$ cat src/rtl/core/arp_pkg.sv
`timescale 1ns / 1ps
// Shared types, codes and constants for the ARM relocation patcher.
// Used by every file under rtl/core; depends on nothing.

package arp_pkg;

    localparam int KIND_W    = 8;
    localparam int SYM_W     = 24;
    localparam int WORD_W    = 32;
    localparam int ST_W      = 3;
    localparam int CFG_IDX_W = 2;
    localparam int OP_W      = 3;

    // Default depth of the queue between classification and patching.
    localparam int QUEUE_DEPTH = 2;

    // Relocation type numbers.
    localparam logic [KIND_W-1:0] KIND_NONE   = 8'd0;
    localparam logic [KIND_W-1:0] KIND_PC24   = 8'd1;
    localparam logic [KIND_W-1:0] KIND_ABS32  = 8'd2;
    localparam logic [KIND_W-1:0] KIND_CALL   = 8'd28;
    localparam logic [KIND_W-1:0] KIND_JUMP24 = 8'd29;
    localparam logic [KIND_W-1:0] KIND_V4BX   = 8'd40;
    localparam logic [KIND_W-1:0] KIND_PREL31 = 8'd42;
    localparam logic [KIND_W-1:0] KIND_MOVW   = 8'd43;
    localparam logic [KIND_W-1:0] KIND_MOVT   = 8'd44;

    // Status codes.
    localparam logic [ST_W-1:0] ST_OK      = 3'd0;
    localparam logic [ST_W-1:0] ST_BAD_SYM = 3'd1;
    localparam logic [ST_W-1:0] ST_BOUNDS  = 3'd2;
    localparam logic [ST_W-1:0] ST_RANGE   = 3'd3;
    localparam logic [ST_W-1:0] ST_UNKNOWN = 3'd4;

    // Configuration register indexes.
    localparam logic [CFG_IDX_W-1:0] REG_SYMBOL_COUNT = 2'd0;
    localparam logic [CFG_IDX_W-1:0] REG_SECTION_SIZE = 2'd1;
    localparam logic [CFG_IDX_W-1:0] REG_SECTION_BASE = 2'd2;

    typedef logic [OP_W-1:0] op_t;

    // Operation classes decided by the front end.
    localparam op_t OP_NONE   = 3'd0;
    localparam op_t OP_ABS32  = 3'd1;
    localparam op_t OP_BRANCH = 3'd2;
    localparam op_t OP_V4BX   = 3'd3;
    localparam op_t OP_PREL31 = 3'd4;
    localparam op_t OP_MOVW   = 3'd5;
    localparam op_t OP_MOVT   = 3'd6;

    localparam logic [WORD_W-1:0] V4BX_KEEP  = 32'hf000000f;
    localparam logic [WORD_W-1:0] V4BX_SET   = 32'h01a0f000;
    localparam logic [WORD_W-1:0] MOV_KEEP   = 32'hfff0f000;
    localparam logic [WORD_W-1:0] WORD_BYTES = 32'd4;

    // One classified relocation waiting to be patched.
    typedef struct packed {
        op_t               op;
        logic [ST_W-1:0]   status;
        logic [WORD_W-1:0] symbol_value;
        logic [WORD_W-1:0] place_address;
        logic [WORD_W-1:0] original_word;
    } entry_t;

endpackage

$ cat src/rtl/core/arp_if.sv
`timescale 1ns / 1ps
// Valid/ready channel interfaces for relocation requests and patch results.
// Depends on arp_pkg for field widths.

interface arp_req_if;
    logic                          valid;
    logic                          ready;
    logic [arp_pkg::KIND_W-1:0]    reloc_kind;
    logic [arp_pkg::SYM_W-1:0]     symbol_index;
    logic [arp_pkg::WORD_W-1:0]    symbol_value;
    logic [arp_pkg::WORD_W-1:0]    place_offset;
    logic [arp_pkg::WORD_W-1:0]    original_word;

    modport source (
        output valid, reloc_kind, symbol_index, symbol_value, place_offset, original_word,
        input  ready
    );
    modport sink (
        input  valid, reloc_kind, symbol_index, symbol_value, place_offset, original_word,
        output ready
    );
endinterface

interface arp_rsp_if;
    logic                          valid;
    logic                          ready;
    logic [arp_pkg::WORD_W-1:0]    patched_word;
    logic [arp_pkg::WORD_W-1:0]    place_address;
    logic                          write_back;
    logic [arp_pkg::ST_W-1:0]      status;

    modport source (
        output valid, patched_word, place_address, write_back, status,
        input  ready
    );
    modport sink (
        input  valid, patched_word, place_address, write_back, status,
        output ready
    );
endinterface

$ cat src/rtl/core/arp_front.sv
`timescale 1ns / 1ps
// Front end: holds the configuration registers, accepts requests, forms the
// place address and runs the symbol, bounds and type checks. Uses arp_pkg.

module arp_front
(
    input  logic                              clk,
    input  logic                              rst_n,
    input  logic                              cfg_we,
    input  logic [arp_pkg::CFG_IDX_W-1:0]     cfg_index,
    input  logic [arp_pkg::WORD_W-1:0]        cfg_data,
    arp_req_if.sink                           req,
    output logic                              push,
    output arp_pkg::entry_t                   push_entry,
    input  logic                              push_ready
);

    logic [arp_pkg::SYM_W-1:0]  symbol_count_reg;
    logic [arp_pkg::WORD_W-1:0] section_size_reg;
    logic [arp_pkg::WORD_W-1:0] section_base_reg;

    logic                       valid_reg;
    logic                       valid_next;
    arp_pkg::entry_t            entry_reg;
    arp_pkg::entry_t            entry_next;

    logic                       accept;
    logic                       bad_sym;
    logic                       out_of_bounds;
    logic                       unknown;
    arp_pkg::op_t               op;
    logic [arp_pkg::WORD_W-1:0] size_limit;

    always_ff @(posedge clk or negedge rst_n)
    begin
        if (!rst_n)
        begin
            symbol_count_reg <= '0;
            section_size_reg <= '0;
            section_base_reg <= '0;
        end
        else if (cfg_we)
        begin
            case (cfg_index)
                arp_pkg::REG_SYMBOL_COUNT: symbol_count_reg <= cfg_data[arp_pkg::SYM_W-1:0];
                arp_pkg::REG_SECTION_SIZE: section_size_reg <= cfg_data;
                arp_pkg::REG_SECTION_BASE: section_base_reg <= cfg_data;
                default:                   ;
            endcase
        end
    end

    assign req.ready = !valid_reg || push_ready;
    assign accept    = req.valid && req.ready;
    assign push      = valid_reg && push_ready;

    always_comb
    begin
        unknown = 1'b0;
        case (req.reloc_kind) inside
            arp_pkg::KIND_NONE:   op = arp_pkg::OP_NONE;
            arp_pkg::KIND_ABS32:  op = arp_pkg::OP_ABS32;
            arp_pkg::KIND_PC24,
            arp_pkg::KIND_CALL,
            arp_pkg::KIND_JUMP24: op = arp_pkg::OP_BRANCH;
            arp_pkg::KIND_V4BX:   op = arp_pkg::OP_V4BX;
            arp_pkg::KIND_PREL31: op = arp_pkg::OP_PREL31;
            arp_pkg::KIND_MOVW:   op = arp_pkg::OP_MOVW;
            arp_pkg::KIND_MOVT:   op = arp_pkg::OP_MOVT;
            default:
            begin
                op      = arp_pkg::OP_NONE;
                unknown = 1'b1;
            end
        endcase
    end

    assign size_limit    = section_size_reg - arp_pkg::WORD_BYTES;
    assign bad_sym       = req.symbol_index >= symbol_count_reg;
    assign out_of_bounds = (section_size_reg < arp_pkg::WORD_BYTES)
                           || (req.place_offset > size_limit);

    always_comb
    begin
        entry_next               = entry_reg;
        entry_next.op            = op;
        entry_next.symbol_value  = req.symbol_value;
        entry_next.place_address = section_base_reg + req.place_offset;
        entry_next.original_word = req.original_word;
        // The first failing check decides the status; branch range is left
        // to the back end.
        if (bad_sym)
        begin
            entry_next.status = arp_pkg::ST_BAD_SYM;
        end
        else if (out_of_bounds)
        begin
            entry_next.status = arp_pkg::ST_BOUNDS;
        end
        else if (unknown)
        begin
            entry_next.status = arp_pkg::ST_UNKNOWN;
        end
        else
        begin
            entry_next.status = arp_pkg::ST_OK;
        end
    end

    always_comb
    begin
        if (accept)
        begin
            valid_next = 1'b1;
        end
        else if (push)
        begin
            valid_next = 1'b0;
        end
        else
        begin
            valid_next = valid_reg;
        end
    end

    always_ff @(posedge clk or negedge rst_n)
    begin
        if (!rst_n)
        begin
            valid_reg <= 1'b0;
        end
        else
        begin
            valid_reg <= valid_next;
        end
    end

    always_ff @(posedge clk)
    begin
        if (accept)
        begin
            entry_reg <= entry_next;
        end
    end

    assign push_entry = entry_reg;

endmodule

$ cat src/rtl/core/arp_queue.sv
`timescale 1ns / 1ps
// Small register queue that decouples the front end from the back end.
// Holds arp_pkg::entry_t words; depends on arp_pkg.

module arp_queue
#(
    parameter int DEPTH = arp_pkg::QUEUE_DEPTH
)
(
    input  logic            clk,
    input  logic            rst_n,
    input  logic            push,
    input  arp_pkg::entry_t push_entry,
    output logic            push_ready,
    input  logic            pop,
    output arp_pkg::entry_t head,
    output logic            head_valid
);

    localparam int PTR_W = (DEPTH > 1) ? $clog2(DEPTH) : 1;
    localparam int CNT_W = $clog2(DEPTH + 1);
    localparam logic [PTR_W-1:0] LAST = PTR_W'(DEPTH - 1);
    localparam logic [CNT_W-1:0] FULL = CNT_W'(DEPTH);

    arp_pkg::entry_t  mem_reg [DEPTH];
    logic [PTR_W-1:0] wr_ptr_reg;
    logic [PTR_W-1:0] wr_ptr_next;
    logic [PTR_W-1:0] rd_ptr_reg;
    logic [PTR_W-1:0] rd_ptr_next;
    logic [CNT_W-1:0] count_reg;
    logic [CNT_W-1:0] count_next;

    assign push_ready = count_reg != FULL;
    assign head_valid = count_reg != '0;
    assign head       = mem_reg[rd_ptr_reg];

    always_comb
    begin
        wr_ptr_next = wr_ptr_reg;
        rd_ptr_next = rd_ptr_reg;
        count_next  = count_reg;
        if (push)
        begin
            wr_ptr_next = (wr_ptr_reg == LAST) ? '0 : wr_ptr_reg + 1'b1;
        end
        if (pop)
        begin
            rd_ptr_next = (rd_ptr_reg == LAST) ? '0 : rd_ptr_reg + 1'b1;
        end
        if (push && !pop)
        begin
            count_next = count_reg + 1'b1;
        end
        else if (pop && !push)
        begin
            count_next = count_reg - 1'b1;
        end
    end

    always_ff @(posedge clk or negedge rst_n)
    begin
        if (!rst_n)
        begin
            wr_ptr_reg <= '0;
            rd_ptr_reg <= '0;
            count_reg  <= '0;
        end
        else
        begin
            wr_ptr_reg <= wr_ptr_next;
            rd_ptr_reg <= rd_ptr_next;
            count_reg  <= count_next;
        end
    end

    always_ff @(posedge clk)
    begin
        if (push)
        begin
            mem_reg[wr_ptr_reg] <= push_entry;
        end
    end

endmodule

$ cat src/rtl/core/arp_back.sv
`timescale 1ns / 1ps
// Back end: computes the patched word for the entry at the head of the
// queue, checks branch range and registers the result. Uses arp_pkg.

module arp_back
(
    input  logic            clk,
    input  logic            rst_n,
    input  arp_pkg::entry_t head,
    input  logic            head_valid,
    output logic            pop,
    arp_rsp_if.source       rsp
);

    logic                       out_valid_reg;
    logic                       out_valid_next;
    logic [arp_pkg::WORD_W-1:0] patched_word_reg;
    logic [arp_pkg::WORD_W-1:0] place_address_reg;
    logic                       write_back_reg;
    logic [arp_pkg::ST_W-1:0]   status_reg;

    logic [arp_pkg::WORD_W-1:0] w;
    logic [arp_pkg::WORD_W-1:0] branch_addend;
    logic [arp_pkg::WORD_W-1:0] sum_a;
    logic [arp_pkg::WORD_W-1:0] sum;
    logic                       branch_ok;
    logic [arp_pkg::WORD_W-1:0] mov_value;
    logic [15:0]                mov_imm;
    logic [arp_pkg::WORD_W-1:0] word_next;
    logic                       write_next;
    logic [arp_pkg::ST_W-1:0]   status_next;

    assign w = head.original_word;

    // Branch offset field scaled to bytes and sign extended from bit 25.
    assign branch_addend = {{6{w[23]}}, w[23:0], 2'b00};

    // Branches and PREL31 share one three-input adder: A + S - P.
    assign sum_a = (head.op == arp_pkg::OP_BRANCH) ? branch_addend : w;
    assign sum   = sum_a + head.symbol_value - head.place_address;

    // In range means word aligned and strictly inside plus or minus 2^25.
    assign branch_ok = (sum[1:0] == 2'b00)
                       && ((sum[31:25] == 7'h00)
                           || ((sum[31:25] == 7'h7f) && (sum[24:0] != '0)));

    assign mov_value = {{16{w[19]}}, w[19:16], w[11:0]} + head.symbol_value;
    assign mov_imm   = (head.op == arp_pkg::OP_MOVT) ? mov_value[31:16] : mov_value[15:0];

    always_comb
    begin
        word_next   = w;
        write_next  = 1'b0;
        status_next = head.status;
        if (head.status == arp_pkg::ST_OK)
        begin
            case (head.op)
                arp_pkg::OP_ABS32:
                begin
                    word_next  = w + head.symbol_value;
                    write_next = 1'b1;
                end
                arp_pkg::OP_BRANCH:
                begin
                    if (branch_ok)
                    begin
                        word_next  = {w[31:24], sum[25:2]};
                        write_next = 1'b1;
                    end
                    else
                    begin
                        status_next = arp_pkg::ST_RANGE;
                    end
                end
                arp_pkg::OP_V4BX:
                begin
                    word_next  = (w & arp_pkg::V4BX_KEEP) | arp_pkg::V4BX_SET;
                    write_next = 1'b1;
                end
                arp_pkg::OP_PREL31:
                begin
                    word_next  = {w[31], sum[30:0]};
                    write_next = 1'b1;
                end
                arp_pkg::OP_MOVW,
                arp_pkg::OP_MOVT:
                begin
                    word_next  = (w & arp_pkg::MOV_KEEP)
                                 | {12'h000, mov_imm[15:12], 4'h0, mov_imm[11:0]};
                    write_next = 1'b1;
                end
                default:
                begin
                    word_next = w;
                end
            endcase
        end
    end

    assign pop = head_valid && (!out_valid_reg || rsp.ready);

    always_comb
    begin
        if (pop)
        begin
            out_valid_next = 1'b1;
        end
        else if (rsp.ready)
        begin
            out_valid_next = 1'b0;
        end
        else
        begin
            out_valid_next = out_valid_reg;
        end
    end

    always_ff @(posedge clk or negedge rst_n)
    begin
        if (!rst_n)
        begin
            out_valid_reg <= 1'b0;
        end
        else
        begin
            out_valid_reg <= out_valid_next;
        end
    end

    always_ff @(posedge clk)
    begin
        if (pop)
        begin
            patched_word_reg  <= word_next;
            place_address_reg <= head.place_address;
            write_back_reg    <= write_next;
            status_reg        <= status_next;
        end
    end

    assign rsp.valid         = out_valid_reg;
    assign rsp.patched_word  = patched_word_reg;
    assign rsp.place_address = place_address_reg;
    assign rsp.write_back    = write_back_reg;
    assign rsp.status        = status_reg;

endmodule

$ cat src/rtl/core/arm_relocation_patcher.sv
`timescale 1ns / 1ps
// A request word is held in the front register, then a queue slot, then the
// output register, where its result word is presented on rsp.
// Throughput: one relocation per cycle while rsp.ready stays high; request
// ready depends only on the front register and queue fill, so either side may
// stall independently.
// Reset (rst_n, asynchronous): configuration registers go to zero, all valid
// flags and queue pointers clear.

module arm_relocation_patcher
#(
    parameter int QUEUE_DEPTH = arp_pkg::QUEUE_DEPTH
)
(
    input  logic                          clk,
    input  logic                          rst_n,
    input  logic                          cfg_we,
    input  logic [arp_pkg::CFG_IDX_W-1:0] cfg_index,
    input  logic [arp_pkg::WORD_W-1:0]    cfg_data,
    arp_req_if.sink                       req,
    arp_rsp_if.source                     rsp
);

    logic            push;
    logic            push_ready;
    arp_pkg::entry_t push_entry;
    logic            pop;
    logic            head_valid;
    arp_pkg::entry_t head;

    arp_front u_front
    (
        .clk        (clk),
        .rst_n      (rst_n),
        .cfg_we     (cfg_we),
        .cfg_index  (cfg_index),
        .cfg_data   (cfg_data),
        .req        (req),
        .push       (push),
        .push_entry (push_entry),
        .push_ready (push_ready)
    );

    arp_queue #(
        .DEPTH (QUEUE_DEPTH)
    ) u_queue
    (
        .clk        (clk),
        .rst_n      (rst_n),
        .push       (push),
        .push_entry (push_entry),
        .push_ready (push_ready),
        .pop        (pop),
        .head       (head),
        .head_valid (head_valid)
    );

    arp_back u_back
    (
        .clk        (clk),
        .rst_n      (rst_n),
        .head       (head),
        .head_valid (head_valid),
        .pop        (pop),
        .rsp        (rsp)
    );

endmodule
$ cat src/flat_wrapper.sv
// flat-port wrapper written by rule: the top's interface ports become plain ports
module arm_relocation_patcher_flat 
#(
    parameter int QUEUE_DEPTH = arp_pkg::QUEUE_DEPTH
)
  (clk, rst_n, cfg_we, cfg_index, cfg_data, req_valid, req_reloc_kind, req_symbol_index, req_symbol_value, req_place_offset, req_original_word, req_ready, rsp_valid, rsp_patched_word, rsp_place_address, rsp_write_back, rsp_status, rsp_ready);
  arp_req_if req_i ();
  arp_rsp_if rsp_i ();
  input  logic clk;
  input  logic rst_n;
  input  logic cfg_we;
  input  logic [arp_pkg::CFG_IDX_W-1:0] cfg_index;
  input  logic [arp_pkg::WORD_W-1:0] cfg_data;
  input wire logic [$bits(req_i.valid)-1:0] req_valid;
  input wire logic [$bits(req_i.reloc_kind)-1:0] req_reloc_kind;
  input wire logic [$bits(req_i.symbol_index)-1:0] req_symbol_index;
  input wire logic [$bits(req_i.symbol_value)-1:0] req_symbol_value;
  input wire logic [$bits(req_i.place_offset)-1:0] req_place_offset;
  input wire logic [$bits(req_i.original_word)-1:0] req_original_word;
  output wire logic [$bits(req_i.ready)-1:0] req_ready;
  output wire logic [$bits(rsp_i.valid)-1:0] rsp_valid;
  output wire logic [$bits(rsp_i.patched_word)-1:0] rsp_patched_word;
  output wire logic [$bits(rsp_i.place_address)-1:0] rsp_place_address;
  output wire logic [$bits(rsp_i.write_back)-1:0] rsp_write_back;
  output wire logic [$bits(rsp_i.status)-1:0] rsp_status;
  input wire logic [$bits(rsp_i.ready)-1:0] rsp_ready;
  assign req_i.valid = req_valid;
  assign req_i.reloc_kind = req_reloc_kind;
  assign req_i.symbol_index = req_symbol_index;
  assign req_i.symbol_value = req_symbol_value;
  assign req_i.place_offset = req_place_offset;
  assign req_i.original_word = req_original_word;
  assign req_ready = req_i.ready;
  assign rsp_valid = rsp_i.valid;
  assign rsp_patched_word = rsp_i.patched_word;
  assign rsp_place_address = rsp_i.place_address;
  assign rsp_write_back = rsp_i.write_back;
  assign rsp_status = rsp_i.status;
  assign rsp_i.ready = rsp_ready;
  arm_relocation_patcher #(.QUEUE_DEPTH(QUEUE_DEPTH)) u_core (.clk(clk), .rst_n(rst_n), .cfg_we(cfg_we), .cfg_index(cfg_index), .cfg_data(cfg_data), .req(req_i), .rsp(rsp_i));
endmodule
$ cat config.mk
export PLATFORM = sky130hd
export DESIGN_NAME = arm_relocation_patcher_flat
export DESIGN_NICKNAME = d
export VERILOG_FILES = /design/src/rtl/core/arp_pkg.sv /design/src/rtl/core/arp_if.sv /design/src/rtl/core/arp_front.sv /design/src/rtl/core/arp_queue.sv /design/src/rtl/core/arp_back.sv /design/src/rtl/core/arm_relocation_patcher.sv /design/src/flat_wrapper.sv
export SDC_FILE = /design/constraint.sdc
export NUM_CORES = 1
export LEC_CHECK = 0
export ABC_AREA = 0
export BUFFER_PORTS_ARGS = -buffer_cell sky130_fd_sc_hd__buf_2
export CAP_MARGIN = 20
export CORE_ASPECT_RATIO = 0.9
export CORE_UTILIZATION = 45
export CTS_CLUSTER_DIAMETER = 100
export DETAILED_ROUTE_END_ITERATION = 7
export PLACE_DENSITY = 0.74
export SLEW_MARGIN = 10
export SYNTH_ARGS = -nofsm -noshare
export SYNTH_HDL_FRONTEND = slang
export SYNTH_SLANG_ARGS = --single-unit
$ cat constraint.sdc
create_clock -name clk -period 6.97 [get_ports clk]
set_input_delay 0 -clock clk [delete_from_list [all_inputs] [get_ports clk]]
set_output_delay 0 -clock clk [all_outputs]
set_load 0.005 [all_outputs]
==> flow_summary.ini <==
[placement]
numPortBuffers = 236
dp.cells = 3247
dpl.hpwl_mm = 58.0
place_area_mm2 = 0.0288
routabilityCongestion = 1.00

[global_routing]
grt_pass1_wl_mm = 119
grt_use_total_pct = 26.1
antenna_found_initial = 0
grt_pass1_vias = 20500
grt_overflow = 0
grt_max_degree = 77

[floorplanning]
rows = 84
coreArea_mm2 = 0.0584
die_y_um = 233
start_util_pct = 45.5
dieWidth_um = 258
pin_count = 237
dieArea_mm2 = 0.0601

[setup_path]
rr_startpoint = u_core.u_queue.rd_ptr_reg$_DFFE_PN0P_
crit_type = reg -> reg
rrSetupSlack_ns = 0.35
arrival_ns = 6.97
crit_fanout = 21
crit_path_start_kind = flop
startpoint = u_core.u_queue.rd_ptr_reg$_DFFE_PN0P_
worst-r2r-cell-count = 18
cp-end-kind = flop
required_ns = 7.32
r2r_end = u_core.u_back.rsp.patched_word[6]$_DFFE_PP_
endpoint = u_core.u_back.rsp.patched_word[6]$_DFFE_PP_

[clocking]
clkSinkCount = 468
max-clock-path-buffers = 3
cts_root_buf = clkbuf_16
cts.clk_slew.worst_paths_ns = 0.06
clk-insertion-delay-late_ns = 0.62
cts_setup_buffers = 0
tritoncts = built
cts_htree_levels = 2
cts_buffers = 48

[sta]
hold_violations = 0
rsz0062_at_grt = false
max_slew.worst_pin.slew_ns = 0.984
period_share_pct = 94.9
fin_crit_ns = 6.62
tns_ns = 0
slew_viol_final = 0
slew_headroom_pct = 32.5
setup_viol = 0
fmax_mhz = 151
clock-skew-final_ns = 0.0354

[yosys]
synth_top_area_cell = edfxtp_1
syn_nets = 2626
syn_area_mm2 = 0.0266
netlist.area_leader.share_pct = 42.2
synth-edff-count = 374
async_flop_share_pct = 20.1
synth.area.top_cells = edfxtp_1, dfrtp_1, ha_1
synth_cell_types = 96
yosysWarningCount = 0
yosysSeqAreaShare_pct = 51.0
yosys_most_used_dff = edfxtp_1
syn_avg_cell_area_um2 = 11.8
synth_cells = 2256
ys_seq_elements = 468

[drt]
routed_wl_mm = 78.4
first_pass_iters = 5
drt_iter0_drc = 1700
viasPerCell = 5.73
post-route-drc-count = 0
dr_total_vias = 20200
wl_per_cell_um = 22.3
postRouteAntennaNets = 0

[cells_and_area]
areaGrowthSynthToFinish_pct = 21.0
postLayoutCellArea_mm2 = 0.0322
stdcell_count = 3515
largest_reg_flops = 204
final_util_pct = 55.1
diodes = 0
nNetsFinal = 3072
drive_above_1_share_pct = 19.0

[run_status]
outcome = finished, final reports clean

[flow_run]
drv_cap = 0

[hold_path]
min_path_type = in -> reg
-- through the flow --
step | worst slack, ns | hold WS [ns]
floorplan | 0.998 | -0.296
global placement | 0.470 | -0.114
detailed placement | 0.383 | -0.109
CTS | 0.356 | 0.0124
global route | 0.0981 | 0.0564
finish | 0.354 | 0.0413
-- final cells by class --
type,count,area (um^2)
clock buffers,57,1250
clock inverters,32,334
fillers,4787,26200
inverters,134,503
multi-input cells,1594,12200
flip-flops and latches,468,13600
well taps,774,968
repair buffers,456,3310
-- Yosys cell counts (all sizes together) (12+ instances only) --
cell and number:
edfxtp 374, dfrtp 94, a211oi 27, a31oi 13, nor2 156, mux2i 65, ha 170, a21oi 160
fa 33, buf 28, o21a 25, o221ai 13, nand2b 23, a21o 55, o21bai 19, clkbuf 32
nand2 126, o21ai 116, a221oi 14, nor3 48, xnor2 85, xor2 44, nand3 35, or3 12
nand4 26, and2 17, or2 12, mux2 117, inv 134, nor2b 15, and3 19
-- critical path, stage by stage (launching register included) --
cell,delay (ns)
dfrtp_4,0.55
nor4b_1,0.71
or2_2,0.58
nor2_1,0.08
nor2_1,0.17
fa_1,0.41
ha_1,0.41
a21oi_1,0.35
o21ai_0,0.18
o21ai_0,0.39
o311ai_2,0.22
a21o_1,0.21
a21oi_1,0.18
xor2_1,0.29
buf_4,0.21
nand4_1,0.12
a21oi_1,0.72
nor2_1,0.17
a221o_1,0.39
-- routing by layer --
| metal | up-vias | GRT usage [%] | part of all wire (%) |
|---|---|---|---|
| met5 | - | 0 | 0 |
| met4 | 0 | 7.38 | 2.6 |
| met3 | 123 | 4.32 | 6.8 |
| met2 | 762 | 45.1 | 49 |
| met1 | 9898 | 33.6 | 42 |
| li1 | 9374 | - | - |
-- repair_timing --
action	4_1_cts	5_1_grt
resized for setup	0	2
endpoints found under the setup margin	0	8
hold buffers	177	1
hold endpoints to repair	280	12
-- cell usage in the layout, fill, tap and decap left out, types with 17 or more instances in the layout --
cell type,synthesis,routed
clkbuf_16,0,48
ha_1,170,170
xor2_1,44,44
nand4_1,26,26
nand2_1,125,125
buf_4,5,41
mux2i_1,64,64
nor2_1,154,152
o21ai_0,103,103
xnor2_1,85,85
a21o_1,55,55
nand2b_1,23,23
a21oi_1,156,156
inv_1,134,133
buf_2,4,235
mux2_2,116,116
nand3_1,35,35
a211oi_1,22,22
o21bai_1,18,18
dlygate4sd3_1,0,178
nor3_1,45,45
and3_1,18,17
fa_1,33,33
o21a_1,24,24
edfxtp_1,374,374
dfrtp_1,94,93
-- worst min-delay path by stage --
stage                              start                                         endpoint  slack (ns)  depth (start not counted)
floorplan                          rst_n              u_core.u_back.rsp.valid$_DFFE_PN0P_       -0.30                          0
detailed placement                 rst_n  u_core.u_front.section_size_reg[25]$_DFFE_PN0P_       -0.11                          1
finish              req_place_offset[27]          u_core.u_front.push_entry[60]$_DFFE_PP_        0.04                          4
global placement                   rst_n  u_core.u_front.section_size_reg[25]$_DFFE_PN0P_       -0.11                          1
CTS                 req_place_offset[11]          u_core.u_front.push_entry[44]$_DFFE_PP_        0.01                          4
global route        req_place_offset[18]          u_core.u_front.push_entry[50]$_DFFE_PP_        0.06                          3
-- cells by family (layout without fill, tap and decap cells) --
kind of cell / after synthesis / after routing / synth area share [%]
adder cells (fa/ha/maj): 203 / 203 / 10.5
multiplexers: 182 / 182 / 7.42
buffers and inverters: 194 / 679 / 3.05
AO/OA/AOI/OAI: 547 / 547 / 13.8
XOR/XNOR: 129 / 129 / 4.25
AND/OR/NAND/NOR: 533 / 533 / 9.96
flip-flops: 468 / 468 / 51.0
Power is left out: the tool's default activity adds up to more than one toggle a clock period on the data nets, which glitch-free logic cannot reach.
